`config.mk`:
```
export PLATFORM = sky130hd
export DESIGN_NAME = wsp_mul
export DESIGN_NICKNAME = d
export VERILOG_FILES = /design/src/rtl/wsp_pkg.sv /design/src/rtl/wsp_mul.sv
export SDC_FILE = /design/constraint.sdc
export NUM_CORES = 2
export LEC_CHECK = 0
export BUFFER_PORTS_ARGS = -buffer_cell sky130_fd_sc_hd__buf_2
export CAP_MARGIN = 20
export CORE_UTILIZATION = 40
export CTS_BUF_LIST = sky130_fd_sc_hd__clkbuf_8 sky130_fd_sc_hd__clkbuf_16
export DETAILED_ROUTE_END_ITERATION = 12
export GPL_ROUTABILITY_DRIVEN = 0
export GPL_TIMING_DRIVEN = 1
export SLEW_MARGIN = 15
export SYNTH_ARGS = -nofsm -noshare
export SYNTH_HDL_FRONTEND = slang
export SYNTH_SLANG_ARGS = --single-unit
```
`constraint.sdc`:
```
create_clock -name clock -period 17.2 [get_ports clock]
set_input_delay 3.44 -clock clock [delete_from_list [all_inputs] [get_ports clock]]
set_output_delay 3.44 -clock clock [all_outputs]
set_load 0.02 [all_outputs]
```
`src/rtl/wsp_pkg.sv`:
```
// ----------------------------------------------------------------------------
// wsp_pkg
// Shared constants, types and helper functions of the world-to-screen
// projection block.
// ----------------------------------------------------------------------------
package wsp_pkg;

   // fixed-point formats
   localparam int POS_FRAC_BITS = 8;
   localparam int MAT_FRAC_BITS = 16;
   localparam int MAT_DOWN = (MAT_FRAC_BITS > POS_FRAC_BITS) ?
                             (MAT_FRAC_BITS - POS_FRAC_BITS) : 0;
   localparam int MAT_UP   = (POS_FRAC_BITS > MAT_FRAC_BITS) ?
                             (POS_FRAC_BITS - MAT_FRAC_BITS) : 0;

   // shared multiplier operand and product widths
   localparam int MUL_OP_W   = 33;
   localparam int MUL_PROD_W = 2 * MUL_OP_W;

   // shared divider widths
   localparam int DIV_NUM_W   = 48;
   localparam int DIV_DEN_W   = 33;
   localparam int DIV_STEPS   = DIV_NUM_W;
   localparam int DIV_CNT_W   = $clog2(DIV_STEPS);

   // w / 100 in world units: (|w| >> POS_FRAC_BITS) times ceil(2^38 / 100),
   // shifted down by 38; exact for any operand below 2^32
   localparam int          DIST_SHIFT = 38;
   localparam logic [31:0] DIST_RECIP = 32'(((64'd1 << DIST_SHIFT) + 64'd99) / 64'd100);

   // input item kinds
   localparam logic ACTION_LOAD    = 1'b0;
   localparam logic ACTION_PROJECT = 1'b1;

   // configuration register indexes
   localparam logic [2:0] CSR_SCREEN_WIDTH  = 3'd0;
   localparam logic [2:0] CSR_SCREEN_HEIGHT = 3'd1;
   localparam logic [2:0] CSR_PROJ_MODE     = 3'd2;
   localparam logic [2:0] CSR_HEAD_LIFT     = 3'd3;
   localparam logic [2:0] CSR_FOOT_DROP     = 3'd4;

   // configuration reset values
   localparam logic [13:0] SCREEN_WIDTH_RST  = 14'd1920;
   localparam logic [13:0] SCREEN_HEIGHT_RST = 14'd1080;
   localparam logic [15:0] HEAD_LIFT_RST     = 16'd85;
   localparam logic [15:0] FOOT_DROP_RST     = 16'd95;

   localparam logic MODE_PLAIN = 1'b0;
   localparam logic MODE_BOX   = 1'b1;

   // matrix entry (2,1), used for the box lift and drop
   localparam logic [3:0] MAT_M21_INDEX = 4'd9;

   // divider status back to the sequencer
   typedef struct packed {
      logic done;
      logic rem_nz;
   } wsp_div_status_type;

   function automatic logic signed [31:0] sat32(input logic signed [63:0] v);
      logic signed [63:0] hi;
      logic signed [63:0] lo;
      hi = 64'sd2147483647;
      lo = -64'sd2147483648;
      if (v > hi) begin
         return 32'sh7FFFFFFF;
      end else if (v < lo) begin
         return 32'sh80000000;
      end
      return v[31:0];
   endfunction

   function automatic logic signed [15:0] sat16(input logic signed [63:0] v);
      if (v > 64'sd32767) begin
         return 16'sh7FFF;
      end else if (v < -64'sd32768) begin
         return 16'sh8000;
      end
      return v[15:0];
   endfunction

   // matrix format to position format, floored
   function automatic logic signed [63:0] mat_to_pos(input logic signed [63:0] v);
      if (MAT_FRAC_BITS >= POS_FRAC_BITS) begin
         return v >>> MAT_DOWN;
      end
      return v <<< MAT_UP;
   endfunction

endpackage

```
`src/rtl/wsp_mul.sv`:
```
// ----------------------------------------------------------------------------
// wsp_mul
// Shared signed multiplier with a registered product.
// ----------------------------------------------------------------------------
module wsp_mul (
   input  logic                                    clock,
   input  logic signed [wsp_pkg::MUL_OP_W-1:0]     op_a,
   input  logic signed [wsp_pkg::MUL_OP_W-1:0]     op_b,
   output logic signed [wsp_pkg::MUL_PROD_W-1:0]   product
);

   logic signed [wsp_pkg::MUL_PROD_W-1:0] product_ff;
   logic signed [wsp_pkg::MUL_PROD_W-1:0] product_in;

   // one product per cycle
   assign product_in = op_a * op_b;

   always_ff @(posedge clock) begin
      product_ff <= product_in;
   end

   assign product = product_ff;

endmodule

```
==> impl_metrics.ini <==
[drt]
drc = 0
final_antenna_net_count = 0
vias = 27700
first_pass_iters = 5
dr.first_iter.drc_count = 1567
vias_per_cell = 4.99
drt-total-wl_mm = 109
wl_per_cell_um = 19.6

[clocking]
numClockSinks = 66
post_cts_resized = 0
clk_pin_slew_ns = 0.07
cts_tree = yes
cts-hold-fix-buffers = 0
htree_num_levels = 3
cts_buffers = 9
root_buffer = clkbuf_16
cts_setup_buffers = 0
cts_buffer_depth = 2

[sta]
slew_headroom = 0.201
finalCritPeriodShare = 0.678
fmax_ghz = 0.0858
min_period_ns = 11.66
fin_tns_setup_ns = 0
setup_viol = 0
drv_slew = 0
rsz0062_at_grt = no
hold_viol = 0
max_slew.worst_pin.slew_ns = 1.19

[synthesis]
synth_top_family_by_area = adder cells
synthSimpleGateAreaFrac = 0.154
yosys_warnings = 0
synth_area_mm2 = 0.0404
syn_nets = 5731
async_reset_ff_frac = 0
synth.mux.area_fraction = 0
synth_compound_area_frac = 0.0360
synth_edf_count = 0
syn-instance-count = 4302
post_synth_num_cell_types = 61
avgSynthCellArea_um2 = 9.38
synthXorXnorAreaFrac = 0.0163
dominantRegCellSynth = dfxtp_1
synth-seq-area-share = 0.0327
synth_seq_cells = 66
synth_fa_ha_area_frac = 0.635

[critical_path]
crit_end = product[60]
worstSetupStartpoint = op_b[6]
crit_required_ns = 17.54
cp.arrival_ns = 12.00
path_max_fanout = 33
crit_chain = buf_2, nand2_1, inv_1, fa_1, fa_1, inv_1, fa_1, inv_1, fa_1, fa_1, fa_1, fa_1, inv_1, fa_1, inv_1, ha_1, a21o_1, a211o_1, or2_2, a2111oi_2, nor2_1, a21oi_1, xnor2_1
startpoint_type = input pin
slowest_stage = fa_1
path_class = in -> reg
end_kind = flop
cpMostUsedCell = fa_1
cp_slowest_stage_delay_ns = 1.15

[die]
die_x_um = 320
die_y_um = 320
core-area_mm2 = 0.100
io_pins = 133
initial_core_util = 0.404
rows = 116
die_area_mm2 = 0.102

[global_routing]
antenna_found_initial = 20
grt_pass1_wl_mm = 177
grt_pass1_vias = 31100
grt_max_degree = 34
grt_overflow = 0
grt_usage = 0.226

[placement]
portBuffers = 132
dp_hpwl_mm = 86.8

[hold_path]
whs_path_depth = 2
hp-class = in -> reg

[status]
status = complete, no violations

[layout]
nets = 5677
drive_above_1_share = 0.0454
largest_reg_flops = 66
area_growth_pct = 4.85

[job]
maxCapViolCount = 0
-- Yosys cell counts (all sizes together) (20+ instances only) --
master | n | area share
fa | 1145 | 0.57
inv | 1133 | 0.11
and2 | 563 | 0.087
nand2 | 543 | 0.050
clkbuf | 220 | 0.020
ha | 217 | 0.067
a21oi | 73 | 0.0091
dfxtp | 66 | 0.033
xnor2 | 55 | 0.012
nor2 | 47 | 0.0044
o21ai | 43 | 0.0054
a21o | 28 | 0.0052
xor2 | 20 | 0.0043
-- per-stage QoR --
stage          setup slack [ns]  hold WS [ns]   util  std cells  instance area (µm²)
4_1_cts                    5.57          3.63  0.423       5549                42300
3_5_place_dp               5.17          3.85  0.420       5533                42000
2_1_floorplan              6.54          3.57      -       4302                40400
3_3_place_gp               5.28          3.86  0.420       5533                42000
5_1_grt                    5.17          3.66  0.423       5551                42300
6_report                   5.54          3.66  0.423       5556                42300
-- worst min-delay path by stage --
stage / start / end
floorplan: op_a[0] / product[0]
global placement: product[6] / product[6]
detailed placement: product[4] / product[4]
CTS: op_b[0] / product[0]
global route: op_b[0] / product[0]
finish: op_b[0] / product[0]
-- layout make-up --
| class | instances | area (µm²) |
|---|---|---|
| fillers | 9813 | 57700 |
| multi-input cells | 2882 | 34000 |
| inverters | 1133 | 4250 |
| well taps | 1298 | 1620 |
| flip-flops and latches | 66 | 1320 |
| repair buffers | 156 | 848 |
| clock buffers | 9 | 225 |
| clock inverters | 7 | 86.3 |
| diodes | 5 | 12.5 |
-- cells in the final DEF (no fill, tap or decap), drive strengths merged, types with 10 or more instances in the layout --
master	Yosys	final
fa	1145	1145
inv	1133	1135
and2	563	563
nand2	543	543
ha	217	217
buf	1	156
a21oi	73	73
dfxtp	66	66
xnor2	55	55
nor2	47	47
o21ai	43	43
a21o	28	28
xor2	20	20
nand3	18	18
a31oi	10	10
-- routing by layer --
metal  up-vias  track usage  share of wire
li1      12100            -              -
met1     14700        0.302           0.42
met2       782        0.369           0.48
met3       180       0.0522          0.071
met4        32       0.0600          0.024
met5         -            0         0.0019
-- critical path, delay by kind of cell --
kind            cells  cell delay, ns
compound gates      4            1.26
xor+xnor            1            0.13
fa+ha+maj           9            5.15
buf+inv             6            1.17
simple gates        3            0.80
-- cell families after synthesis --
kind of cell | Yosys count
flops | 66
simple gates | 1228
xor+xnor | 75
fa+ha+maj | 1362
compound gates | 217
buf+inv | 1354
Power is left out: the tool's default activity adds up to more than one toggle a clock period on the data nets, which glitch-free logic cannot reach.
