### config.mk
export PLATFORM = sky130hd
export DESIGN_NAME = wsp_div
export DESIGN_NICKNAME = d
export VERILOG_FILES = /design/src/rtl/wsp_pkg.sv /design/src/rtl/wsp_div.sv
export SDC_FILE = /design/constraint.sdc
export NUM_CORES = 1
export LEC_CHECK = 0
export BUFFER_PORTS_ARGS = -buffer_cell sky130_fd_sc_hd__buf_4
export CORE_AREA = 4 4 117 119
export DETAILED_ROUTE_END_ITERATION = 6
export DIE_AREA = 0 0 121 123
export GPL_TIMING_DRIVEN = 1
export PLACE_DENSITY_LB_ADDON = 0.3
export SLEW_MARGIN = 20
export SYNTH_ARGS = -nofsm -noshare
export SYNTH_HDL_FRONTEND = slang
export SYNTH_SLANG_ARGS = --single-unit
### constraint.sdc
create_clock -name clock -period 3.9 [get_ports clock]
set_clock_uncertainty 0.15 [all_clocks]
set_input_delay 0.585 -clock clock [delete_from_list [all_inputs] [get_ports clock]]
set_output_delay 0.585 -clock clock [all_outputs]
set_load 0.02 [all_outputs]
### src/rtl/wsp_pkg.sv
// ----------------------------------------------------------------------------
// wsp_pkg
// Shared constants, types and helper functions of the world-to-screen
// projection block.
// ----------------------------------------------------------------------------
package wsp_pkg;

   // fixed-point formats
   localparam int POS_FRAC_BITS = 8;
   localparam int MAT_FRAC_BITS = 16;
   localparam int MAT_DOWN = (MAT_FRAC_BITS > POS_FRAC_BITS) ?
                             (MAT_FRAC_BITS - POS_FRAC_BITS) : 0;
   localparam int MAT_UP   = (POS_FRAC_BITS > MAT_FRAC_BITS) ?
                             (POS_FRAC_BITS - MAT_FRAC_BITS) : 0;

   // shared multiplier operand and product widths
   localparam int MUL_OP_W   = 33;
   localparam int MUL_PROD_W = 2 * MUL_OP_W;

   // shared divider widths
   localparam int DIV_NUM_W   = 48;
   localparam int DIV_DEN_W   = 33;
   localparam int DIV_STEPS   = DIV_NUM_W;
   localparam int DIV_CNT_W   = $clog2(DIV_STEPS);

   // w / 100 in world units: (|w| >> POS_FRAC_BITS) times ceil(2^38 / 100),
   // shifted down by 38; exact for any operand below 2^32
   localparam int          DIST_SHIFT = 38;
   localparam logic [31:0] DIST_RECIP = 32'(((64'd1 << DIST_SHIFT) + 64'd99) / 64'd100);

   // input item kinds
   localparam logic ACTION_LOAD    = 1'b0;
   localparam logic ACTION_PROJECT = 1'b1;

   // configuration register indexes
   localparam logic [2:0] CSR_SCREEN_WIDTH  = 3'd0;
   localparam logic [2:0] CSR_SCREEN_HEIGHT = 3'd1;
   localparam logic [2:0] CSR_PROJ_MODE     = 3'd2;
   localparam logic [2:0] CSR_HEAD_LIFT     = 3'd3;
   localparam logic [2:0] CSR_FOOT_DROP     = 3'd4;

   // configuration reset values
   localparam logic [13:0] SCREEN_WIDTH_RST  = 14'd1920;
   localparam logic [13:0] SCREEN_HEIGHT_RST = 14'd1080;
   localparam logic [15:0] HEAD_LIFT_RST     = 16'd85;
   localparam logic [15:0] FOOT_DROP_RST     = 16'd95;

   localparam logic MODE_PLAIN = 1'b0;
   localparam logic MODE_BOX   = 1'b1;

   // matrix entry (2,1), used for the box lift and drop
   localparam logic [3:0] MAT_M21_INDEX = 4'd9;

   // divider status back to the sequencer
   typedef struct packed {
      logic done;
      logic rem_nz;
   } wsp_div_status_type;

   function automatic logic signed [31:0] sat32(input logic signed [63:0] v);
      logic signed [63:0] hi;
      logic signed [63:0] lo;
      hi = 64'sd2147483647;
      lo = -64'sd2147483648;
      if (v > hi) begin
         return 32'sh7FFFFFFF;
      end else if (v < lo) begin
         return 32'sh80000000;
      end
      return v[31:0];
   endfunction

   function automatic logic signed [15:0] sat16(input logic signed [63:0] v);
      if (v > 64'sd32767) begin
         return 16'sh7FFF;
      end else if (v < -64'sd32768) begin
         return 16'sh8000;
      end
      return v[15:0];
   endfunction

   // matrix format to position format, floored
   function automatic logic signed [63:0] mat_to_pos(input logic signed [63:0] v);
      if (MAT_FRAC_BITS >= POS_FRAC_BITS) begin
         return v >>> MAT_DOWN;
      end
      return v <<< MAT_UP;
   endfunction

endpackage

### src/rtl/wsp_div.sv
// ----------------------------------------------------------------------------
// wsp_div
// Shared unsigned restoring divider, one quotient bit per cycle.
// ----------------------------------------------------------------------------
module wsp_div (
   input  logic                                  clock,
   input  logic                                  reset,
   input  logic                                  start,
   input  logic [wsp_pkg::DIV_NUM_W-1:0]         dividend,
   input  logic [wsp_pkg::DIV_DEN_W-1:0]         divisor,
   output logic [wsp_pkg::DIV_NUM_W-1:0]         quotient,
   output wsp_pkg::wsp_div_status_type           status
);

   logic                              busy_ff, busy_in;
   logic                              done_ff, done_in;
   logic [wsp_pkg::DIV_CNT_W-1:0]     cnt_ff, cnt_in;
   logic [wsp_pkg::DIV_DEN_W-1:0]     rem_ff, rem_in;
   logic [wsp_pkg::DIV_NUM_W-1:0]     quo_ff, quo_in;
   logic [wsp_pkg::DIV_DEN_W-1:0]     den_ff, den_in;
   logic [wsp_pkg::DIV_DEN_W:0]       trial;
   logic [wsp_pkg::DIV_DEN_W:0]       diff;
   logic                              ge;

   // trial subtract of the shifted remainder
   always_comb begin
      trial = {rem_ff, quo_ff[wsp_pkg::DIV_NUM_W-1]};
      ge    = trial >= {1'b0, den_ff};
      diff  = trial - {1'b0, den_ff};
   end

   // iteration control
   always_comb begin
      busy_in = busy_ff;
      done_in = 1'b0;
      cnt_in  = cnt_ff;
      rem_in  = rem_ff;
      quo_in  = quo_ff;
      den_in  = den_ff;
      if (start) begin
         busy_in = 1'b1;
         cnt_in  = wsp_pkg::DIV_CNT_W'(wsp_pkg::DIV_STEPS - 1);
         rem_in  = '0;
         quo_in  = dividend;
         den_in  = divisor;
      end else if (busy_ff) begin
         rem_in = ge ? diff[wsp_pkg::DIV_DEN_W-1:0] : trial[wsp_pkg::DIV_DEN_W-1:0];
         quo_in = {quo_ff[wsp_pkg::DIV_NUM_W-2:0], ge};
         if (cnt_ff == '0) begin
            busy_in = 1'b0;
            done_in = 1'b1;
         end else begin
            cnt_in = cnt_ff - 1'b1;
         end
      end
   end

   always_ff @(posedge clock) begin
      if (reset) begin
         busy_ff <= 1'b0;
         done_ff <= 1'b0;
      end else begin
         busy_ff <= busy_in;
         done_ff <= done_in;
      end
      cnt_ff <= cnt_in;
      rem_ff <= rem_in;
      quo_ff <= quo_in;
      den_ff <= den_in;
   end

   assign quotient      = quo_ff;
   assign status.done   = done_ff;
   assign status.rem_nz = |rem_ff;

endmodule
==> results of run 1 <==
==> metrics by stage <==
stage          total power, uW  std cells  setup WS (ps)
6_report                  3930        982            352
3_5_place_dp              2440        944            259
4_1_cts                   3950        976            253
3_3_place_gp              2410        944            341
2_1_floorplan             2150        663            435
5_1_grt                   4120        982           40.9
==> power by group through the flow <==
stage          Combinational (uW)  Sequential [uW]  Clock [uW]
6_report                      849             1580        1500
5_1_grt                       932             1590        1600
4_1_cts                       840             1580        1530
3_5_place_dp                  836             1600           0
3_3_place_gp                  812             1600           0
2_1_floorplan                 494             1650           0
==> registers in the layout, summed over array words and instances, names as in the netlist <==
register and flops:
busy_ff 1, cnt_ff 6, den_ff 33, done_ff 1, quotient 48, rem_ff 33
==> timing repair <==
| item | in CTS | in global routing |
|---|---|---|
| hold buffers | 0 | 0 |
| endpoints found under the setup margin | 0 | 1 |
| setup buffers | 0 | 6 |
==> final timing paths <==
kind | slack (ps) | depth (start not counted) | start | end
worst max-delay path | 350 | 13 | quotient[47] | quotient[0]
worst min-delay path | 170 | 2 | reset | busy_ff
worst max register to register | 350 | 13 | quotient[47] | quotient[0]
worst min register to register | 370 | 2 | rem_ff[28] | rem_ff[28]
==> layout by cell type, fill, tap and decap left out, types with 3 or more instances in the layout <==
cell        count
o21bai_1        4
ha_1           35
mux2_2         48
clkinv_4        3
mux2i_1        23
clkinvlp_4      3
a21oi_1        34
nor3_1         13
a21o_1         16
nor4_1         14
dfxtp_1        41
o21ai_0        25
o31ai_1         7
xnor2_1        10
nand3_1        10
o211ai_1        5
inv_6           6
a32oi_1         3
nor2_1         59
and3_1          5
nand2_1        51
inv_1          46
and2_1          5
a211oi_1       20
a31oi_1         4
buf_4         145
clkbuf_16      17
xor2_1         19
nand4_1         6
edfxtp_1       81
==> metal layers <==
metal / GRT usage, % / part of all wire, % / up-vias
li1: - / - / 2721
met1: 28.1 / 41 / 2651
met2: 38.7 / 47 / 209
met3: 9.61 / 9.1 / 37
met4: 9.63 / 2.2 / 0
met5: 0 / 0 / -
==> cell usage after synthesis (all sizes together) (20+ instances only) <==
master,number,area (um^2)
nor2,59,221
edfxtp,81,2430
nand2,51,191
dfxtp,41,821
mux2,48,541
inv,47,176
clkbuf,24,91.3
mux2i,23,230
o21ai,29,149
a211oi,20,150
a21oi,35,179
ha,35,438
==> kinds of logic (layout without fill, tap and decap cells) <==
| group | count (synthesis) | after routing | share of synthesized area [%] |
|---|---|---|---|
| simple gates | 178 | 178 | 12.0 |
| compound gates | 149 | 149 | 14.7 |
| flops | 122 | 122 | 47.1 |
| buf+inv | 78 | 225 | 4.81 |
| mux | 71 | 71 | 11.1 |
| fa+ha+maj | 36 | 36 | 6.62 |
| xor+xnor | 29 | 29 | 3.67 |
==> final cells by class <==
| type | count | share of cell area [%] |
|---|---|---|
| Timing Repair Buffer | 146 | 12.8 |
| Sequential cell | 122 | 37.6 |
| Clock buffer | 17 | 4.91 |
| Tap cell | 172 | 2.49 |
| Clock inverter | 15 | 1.62 |
| Inverter | 47 | 2.04 |
| Multi-Input combinational cell | 463 | 38.6 |
==> critical path, delay by kind of cell (launching register included) <==
| family | cells | cell delay, ps |
|---|---|---|
| buffers and inverters | 3 | 340 |
| muxes | 1 | 270 |
| AOI/OAI and AO/OA | 7 | 1570 |
| DFF | 1 | 410 |
| adders and majority gates | 2 | 570 |
==> qor.yml, run 1 <==
num-nets-final: 917
relSlewSlack_pct: 32.3
fmax_mhz: 282
drive_gt1_share_pct: 28.9
grt_pass1_wl_um: 27800
wl_per_cell_um: 17.2
ant_nets: 0
cellInternalPower_uw: 2770
grt_pass1_vias: 5740
clockPowerShare_pct: 38.2
ir_drop_uv: 427
clkLatencyLatePin_ps: 420
synth_flop_cell: "edfxtp_1"
worstSetupStartpointType: "flop"
htreeDepth: 4
first_iter_violations: 371
clock_sinks: 122
dr.pass1.iters: 5
status: "finished clean"
cts-root-buf: "clkbuf_16"
port_buffers: 133
n_fill_cell: 929
layout_min_cycle_time_ps: 3550
crit_type: "reg -> reg"
core_um2: 12600
powerDensity_nw_per_um2: 454
clockBufferDepth: 2
seqCellArea_um2: 3250
num_vias: 5618
cpMostUsedCell: "inv_1"
grtUsageTotal_pct: 23.7
placed_area_um2: 8050
avgSynthCellArea_um2: 10.4
multi_input_area_um2: 3340
seq_area_frac_synth_pct: 47.1
detail_route.vias_per_cell: 5.72
arrival_ps: 3570
p_switching_uw: 1160
die_h_um: 123
synth_edf_count: 81
hold_path_class: "in -> reg"
ys_async_sr_fraction_pct: 0
clk_pin_slew_worst_paths_ps: 60
cp_slowest_cell: "fa_1"
pin_count: 134
slew_viol_final: 0
die_area_um2: 14900
p_seq_share_pct: 40.2
combPwrFrac_pct: 21.6
p_leak_uw: 0.00371
synth-seq-cells: 122
crit_chain: "inv_1, ha_1, inv_1, fa_1, a211oi_1, o21ai_2, a21oi_2, o31ai_4, a311oi_2, o211a_1, o21ai_4, buf_12, mux2_2"
synth_cells: 663
grt_remaining_overflow: 0
yosysWarnings: 0
whs_ps: 170
post_cts_resized: 0
num_antenna_cells: 0
tightest_slew_ps: 1010
p_sw_share_pct: 29.5
worstPathRequired_ps: 3930
rsz0062_at_grt: "no"
rows: 41
cts_inserted_buffers: 17
final_cell_area_um2: 8660
antenna_found_initial: 0
post-route-period-util_pct: 91.0
cts_tree: "done"
ys_types: 64
drcViolationCount: 0
post-route-util_pct: 68.9
initial_utilization_pct: 55.0
dp_hpwl_um: 12500
grt_max_degree: 49
wirelength_um: 16900
syn2layout_area_growth_pct: 25.2
gp_congestion: 0.896
setup_viol: 0
die_w_um: 121
slowest_delay_ps: 420
syn_area_um2: 6910
endpoint_kind: "flop"
hold_viol: 0
crit_path_max_fanout: 19
max-cap-violations: 0
finalSetupTns_ps: 0
syn-num-nets: 783
(Power assumes the default switching activity.)
==> run 2, diff against run 1 <==
Settings changed: ABC_AREA from default to 1, CORE_AREA 4 4 117 119 to 4 4 123 125, DIE_AREA 0 0 121 123 to 0 0 127 129.
==> run 2 against run 1 <==
Cell count up 48%. First-iteration DRC count up 86%. Die area up 10%. Global-route usage up 3.2 points. Synthesized cell count up 70%. Count of clock-buffer cells in the layout unchanged. Sequential power down 3%. Via count up 34%. Sequential share of layout area down 4.1 points. Critical endpoint is now rem_ff[24]. Largest cell class unchanged.
==> qor.yml, run 2 <==
synth_top_area_cell: "edfxtp_1"
hold_path_class: "in -> reg"
crit_path_max_fanout: 36  # +17
r2r_end: "rem_ff[24]"
cts_tree: "done"
clkLatencyLatePin_ps: 430  # about the same
antenna_found_initial: 0  # unchanged
num_antenna_cells: 0  # unchanged
num_vias: 7539  # +34%
grt_remaining_overflow: 0  # unchanged
r2r_slack_ps: 1080  # +720 ps
relSlewSlack_pct: 51.7  # +19 points
post_cts_resized: 0  # unchanged
syn-num-nets: 1247  # +59%
grt_max_degree: 66  # +35%
rows: 43  # +4.9%
rsz0062_at_grt: "no"
finalSetupTns_ps: 0  # unchanged
arrival_ps: 3030  # -540 ps
dp_hpwl_um: 16100  # +28%
largest_register_ff_count: 48  # unchanged
worstHoldStart: "reset"
ir_drop_uv: 321  # -25%
syn_area_um2: 8050  # +16%
synth_cells: 1127  # +70%
clockBufferDepth: 2  # unchanged
gp_congestion: 0.969  # +8.1%
drcViolationCount: 0  # unchanged
fmax_mhz: 354  # +26%
tightest_slew_ps: 724  # -290 ps
dp.cells: 1419  # +50%
endpoint_kind: "flop"
post-route-util_pct: 70.1  # +1.2 points
rr_worst_depth: 13  # unchanged
post-route-period-util_pct: 72.4  # -19 points
worstPathRequired_ps: 4110  # +180 ps
synth_top_area_share_pct: 30.2  # -5.0 points
synth-seq-cells: 122  # unchanged
die_h_um: 129  # +4.9%
powerDensity_nw_per_um2: 373  # -18%
p_leak_uw: 0.00534  # +44%
avgSynthCellArea_um2: 7.14  # -32%
layout_min_cycle_time_ps: 2820  # -724 ps
final_common_cell: "nand2_1"
syn2layout_area_growth_pct: 20.9
cts-root-buf: "clkbuf_16"
clock_sinks: 122  # unchanged
dr.pass1.iters: 7  # +2
hold_depth: 2  # unchanged
crit_type: "reg -> reg"
seq_area_frac_synth_pct: 40.4  # -6.6 points
ys_types: 42  # -34%
crit_start: "quotient[47]"
ctsHoldBuffers: 0  # unchanged
htreeDepth: 4  # unchanged
yosysWarnings: 0  # unchanged
ys_async_sr_fraction_pct: 0  # unchanged
cts_inserted_buffers: 17  # unchanged
synth.top_cells.by_area: "edfxtp_1 30%, nand2_1 22%, dfxtp_1 10%"
synth_flop_cell: "edfxtp_1"
synthTopCellsByCount: "462 x nand2_1, 187 x inv_1, 93 x nand3_1"
yosysMostFrequentCell: "nand2_1"
first_iter_violations: 690  # +86%
die_area_um2: 16400  # +10%
setup_viol: 0  # unchanged
ant_nets: 0  # unchanged
worstSetupStartpointType: "flop"
synth_edf_count: 81  # unchanged
max-cap-violations: 0  # unchanged
wirelength_um: 21500  # +27%
pin_count: 134  # unchanged
hold_end: "busy_ff"
grtUsageTotal_pct: 26.9  # +3.2 points
status: "finished clean"
post-place-ws_ps: 1130  # +868 ps
cts_setup_buffers: 0  # unchanged
detail_route.vias_per_cell: 5.20  # -9.2%
worst_slack_ps: 1080  # +724 ps
die_w_um: 127  # +5.0%
slew_viol_final: 0  # unchanged
grt_pass1_vias: 7223  # +26%
core_um2: 13900  # +10%
p_total_uw: 3630  # -7.7%
wl_per_cell_um: 14.8  # -14%
clk_pin_slew_worst_paths_ps: 60  # about the same
most-common-layout-cells: "462 x nand2_1, 185 x inv_1, 139 x buf_4, 93 x nand3_1, 81 x edfxtp_1"
r2r_start: "quotient[47]"
initial_utilization_pct: 58.0  # +3.0 points
num-nets-final: 1378  # +50%
grt_pass1_wl_um: 34800  # +25%
instances_no_fill: 1451  # +48%
port_buffers: 133  # unchanged
drive_gt1_share_pct: 18.6  # -10 points
hold_viol: 0  # unchanged
[run 2: final cells by class]
cell class / instances / area, um^2
Fill cell: 1185 / 4150
Multi-Input combinational cell: 773 / 3860
Sequential cell: 122 / 3250
Timing Repair Buffer: 139 / 1040
Inverter: 205 / 769
Clock buffer: 17 / 425
Tap cell: 180 / 225
Clock inverter: 15 / 151
[run 2: worst max path at each step]
stage | end | cells after the start
detailed placement | rem_ff[21] | 13
CTS | rem_ff[24] | 13
finish | rem_ff[24] | 13
global placement | rem_ff[10] | 13
global route | rem_ff[24] | 13
floorplan | quotient[0] | 4
[run 2: cell families after synthesis]
logic type	count (synthesis)	synth area share (%)
fa+ha+maj	36	5.69
xor+xnor	15	1.63
buf+inv	232	11.6
simple gates	674	37.4
flops	122	40.4
compound gates	48	3.33
[run 2: power breakdown]
part / internal, uW / total, uW / leakage [uW] / switching [uW]
registers: 1480 / 1530 / 0.00115 / 44.8
logic: 209 / 533 / 0.00391 / 324
clock network: 940 / 1570 / 0.000282 / 630
[run 2: critical path: stages, from the launching register on]
cell,delay [ps]
edfxtp_1,390
inv_1,100
ha_1,150
inv_1,70
fa_1,460
nand3_1,140
nand3_2,110
nand2_2,110
nand2_4,60
nand2_4,370
nand2_8,280
nand2_1,150
nand3_1,80
nand2_1,100
[run 2: layer usage]
layer	GRT usage (%)	wire length, um	up-vias
li1	-	-	3785
met1	33.6	8840	3394
met2	44.3	10000	330
met3	9.55	2300	30
met4	7.95	360	0
met5	0	0	-
[run 2: through the flow]
stage / instance area, um^2 / hold slack, ps
after floorplan: 8050 / 292
after global placement: 9150 / 304
after detailed placement: 9150 / 314
after CTS: 9730 / 169
after global routing: 9730 / 168
final: 9730 / 181
